==> src/hdl/lkc_ram.sv <==
// Generic simple dual-port RAM: one write port, one registered read port.
// No package dependencies.
module lkc_ram #(
  parameter int WIDTH = 32,
  parameter int DEPTH = 128
) (
  input  logic                     clk_i,
  input  logic                     we_i,
  input  logic [$clog2(DEPTH)-1:0] waddr_i,
  input  logic [WIDTH-1:0]         wdata_i,
  input  logic [$clog2(DEPTH)-1:0] raddr_i,
  output logic [WIDTH-1:0]         rdata_o
);

  logic [WIDTH-1:0] mem_q [DEPTH];
  logic [WIDTH-1:0] rdata_q;

  always_ff @(posedge clk_i) begin
    if (we_i) begin
      mem_q[waddr_i] <= wdata_i;
    end
    rdata_q <= mem_q[raddr_i];
  end

  assign rdata_o = rdata_q;

endmodule

==> config.mk <==
export PLATFORM = sky130hd
export DESIGN_NAME = lkc_ram
export DESIGN_NICKNAME = d
export VERILOG_FILES = /design/src/hdl/lkc_ram.sv
export SDC_FILE = /design/constraint.sdc
export NUM_CORES = 2
export LEC_CHECK = 0
export BUFFER_PORTS_ARGS = -buffer_cell sky130_fd_sc_hd__buf_2
export CORE_MARGIN = 5
export CORE_UTILIZATION = 40
export CTS_BUF_LIST = sky130_fd_sc_hd__clkbuf_16
export DETAILED_ROUTE_END_ITERATION = 6
export PLACE_DENSITY = 0.6
export SETUP_SLACK_MARGIN = 0.02
export SLEW_MARGIN = 20
export SYNTH_ARGS = -nofsm -noshare
export SYNTH_HDL_FRONTEND = slang
export SYNTH_SLANG_ARGS = --single-unit
export TNS_END_PERCENT = 30
==> constraint.sdc <==
create_clock -name clk_i -period 5.5 [get_ports clk_i]
set_input_delay 0.825 -clock clk_i [delete_from_list [all_inputs] [get_ports clk_i]]
set_output_delay 0.825 -clock clk_i [all_outputs]
set_load 0.02 [all_outputs]
==> qor.yml <==
status: "finished clean"
drcViolationCount: 0
ys_async_sr_fraction_pct: 0
critPathSlowestCell: "mux4_2"
crit_buf_inv: 4
finalHoldViolCount: 0
nNetsFinal: 6534
fillers: 31600
grt_max_degree: 100
yosys_warnings: 0
synthCells: 5990
synth_common_cells: "4,096 x edfxtp_1, 1,344 x mux4_2, 182 x clkbuf_1"
p_comb_share_pct: 5.4
fin_crit_sh_pct: 62.8
hold_buffers: 0
cts_root_buf: "clkbuf_16"
rows: 229
ys_seq_area_share_pct: 79.1
synthFlopType: "edfxtp_1"
finalClockSkew_ns: 0.0521
slew-limit-headroom_pct: 22.3
drv_cap: 0
required_ns: 6.29
yosys.area.top_type: "edfxtp_1"
grt_first_pass_wirelength_mm: 592
cp-start-kind: "input pin"
cts_made_buffers: 402
hold_class: "input pin to flop"
vias: 71300
core_area_sq_um: 389000
ant_nets: 0
cts_tree: "yes"
swShare_pct: 21.4
synth_top_area_share_pct: 78.7
die_h_um: 635
ios: 80
avgSynthCellArea_sq_um: 26.1
setup-violations-final: 0
dieArea_sq_um: 403000
seq_power_share_pct: 53.8
post_cts_resized: 0
rsz0062_at_grt: "no"
via_per_inst: 5.92
whs_ns: 0.314
routed_wirelength_mm: 428
first_global_vias: 72100
crit_family: "multiplexers"
worst_slew_pin_slew_ns: 1.17
synth_cell_types: 17
clockBufferDepth: 4
ff2ff_setup_slack_ns: 2.76
layout-drive-gt1-share_pct: 36.2
power_density_nw_per_um2: 363
drt-initial-drc-count: 9818
die_w_um: 635
path_clk_slew_ns: 0.07
port_buffers: 79
synthesis.area_sq_um: 156000
max_stage_delay_ns: 0.71
synth-edff-count: 4096
overflow: 0
worstSetupEndpointType: "flop"
setup_tns_ns: 0
wl_per_cell_um: 35.5
path_cells: "buf_8, buf_12, buf_12, buf_4, mux4_2, mux4_2, mux4_2, mux2_2"
fmax_mhz: 289
cp.arrival_ns: 4.25
power_switching_mw: 13.9
synthTopCellsByArea: "edfxtp_1 79%, mux4_2 19%, clkbuf_1 0.44%"
gp_congestion: 0.817
start_util_pct: 40.2
cts_sinks: 4128
antenna_found_initial: 54
slew_viol_final: 0
cpMostUsedCell: "mux4_2"
critPathMaxFanout: 45
p_int_mw: 51.1
fin_crit_ns: 3.46
insertion_delay_ns: 0.92
htreeDepth: 5
post_cts_buffers: 0
power_leakage_nw: 54.7
peakVddDrop_mv: 0.288
synth.most_common_cell: "edfxtp_1"
clkPwrFrac_pct: 40.9
firstDrtPassIters: 5
grt_use_total_pct: 20.9
area_delta_synth_final_pct: 14.5
crit_type: "input pin to flop"
hpwl_mm: 245
synth_seq_cells: 4128
synth_nets: 6038
-- worst paths after layout --
| kind | cells past startpoint | start | to |
|---|---|---|---|
| min | 1 | wdata_i[24] | mem_q[90][24] |
| max reg2reg | 4 | mem_q[31][9] | rdata_o[9] |
| min reg2reg | 4 | mem_q[63][5] | rdata_o[5] |
| max | 8 | raddr_i[2] | rdata_o[23] |
-- metal layers --
layer	share of wire, %	vias to the layer above	track usage [%]
met4	3.4	12	6.56
met1	39	39700	29.3
met3	8.3	597	3.34
met5	0.015	-	0
met2	49	3533	34.1
li1	-	27400	-
-- power groups by stage --
stage,combinational (mW),sequential [mW],clock [mW]
after global routing,3.62,34.9,28.3
final,3.48,34.9,26.6
after global placement,3.47,35.6,0
after detailed placement,3.52,35.6,0
after floorplan,1.68,35.5,0
after CTS,3.52,34.9,27.0
-- sequential cells by signal, summed over array words and instances (netlist names) --
register / count
rdata_o: 32
mem_q: 4096
-- placed cells by master, fill, tap and decap left out, drive strengths merged, types with 2 or more instances in the layout --
cell	instances
edfxtp	4096
mux4	1344
buf	408
clkbuf	406
clkinv	175
nor2	122
inv	93
diode	50
bufinv	36
mux2	32
dfxtp	32
nand2	14
nand3	12
nor3	9
clkinvlp	9
nor2b	7
nand4	3
nand2b	2
-- final cells by class --
cell class | count | area (sq um) | share of cell area, %
Clock buffer | 406 | 10200 | 5.68
Clock inverter | 313 | 2380 | 1.33
Sequential cell | 4128 | 124000 | 69.1
Timing Repair Buffer | 408 | 3820 | 2.13
Tap cell | 5197 | 6500 | 3.63
Antenna cell | 50 | 125 | 0.0699
Multi-Input combinational cell | 1546 | 32300 | 18.0
-- stage by stage --
| step | util (%) | cell area (sq um) | setup WS, ns | cells | total power, mW |
|---|---|---|---|---|---|
| after global routing | 46.0 | 179000 | 1.96 | 12000 | 66.9 |
| after floorplan | - | 156000 | 1.44 | 5990 | 37.2 |
| final | 46.0 | 179000 | 2.04 | 12000 | 65.0 |
| after CTS | 45.9 | 179000 | 2.09 | 12000 | 65.4 |
| after global placement | 42.7 | 166000 | 1.12 | 11300 | 39.1 |
| after detailed placement | 42.7 | 166000 | 1.14 | 11300 | 39.1 |
-- cell families after synthesis --
| kind of cell | Yosys count | share of synthesized area (%) |
|---|---|---|
| and+or+nand+nor | 170 | 0.446 |
| buffers and inverters | 316 | 0.839 |
| DFF | 4128 | 79.1 |
| muxes | 1376 | 19.6 |
-- worst register-to-register path: stages, from the launching register on --
cell,delay [ns]
edfxtp_1,0.36
mux4_2,0.49
mux4_2,0.63
mux4_2,0.73
mux2_2,0.38
(Power assumes the default switching activity.)
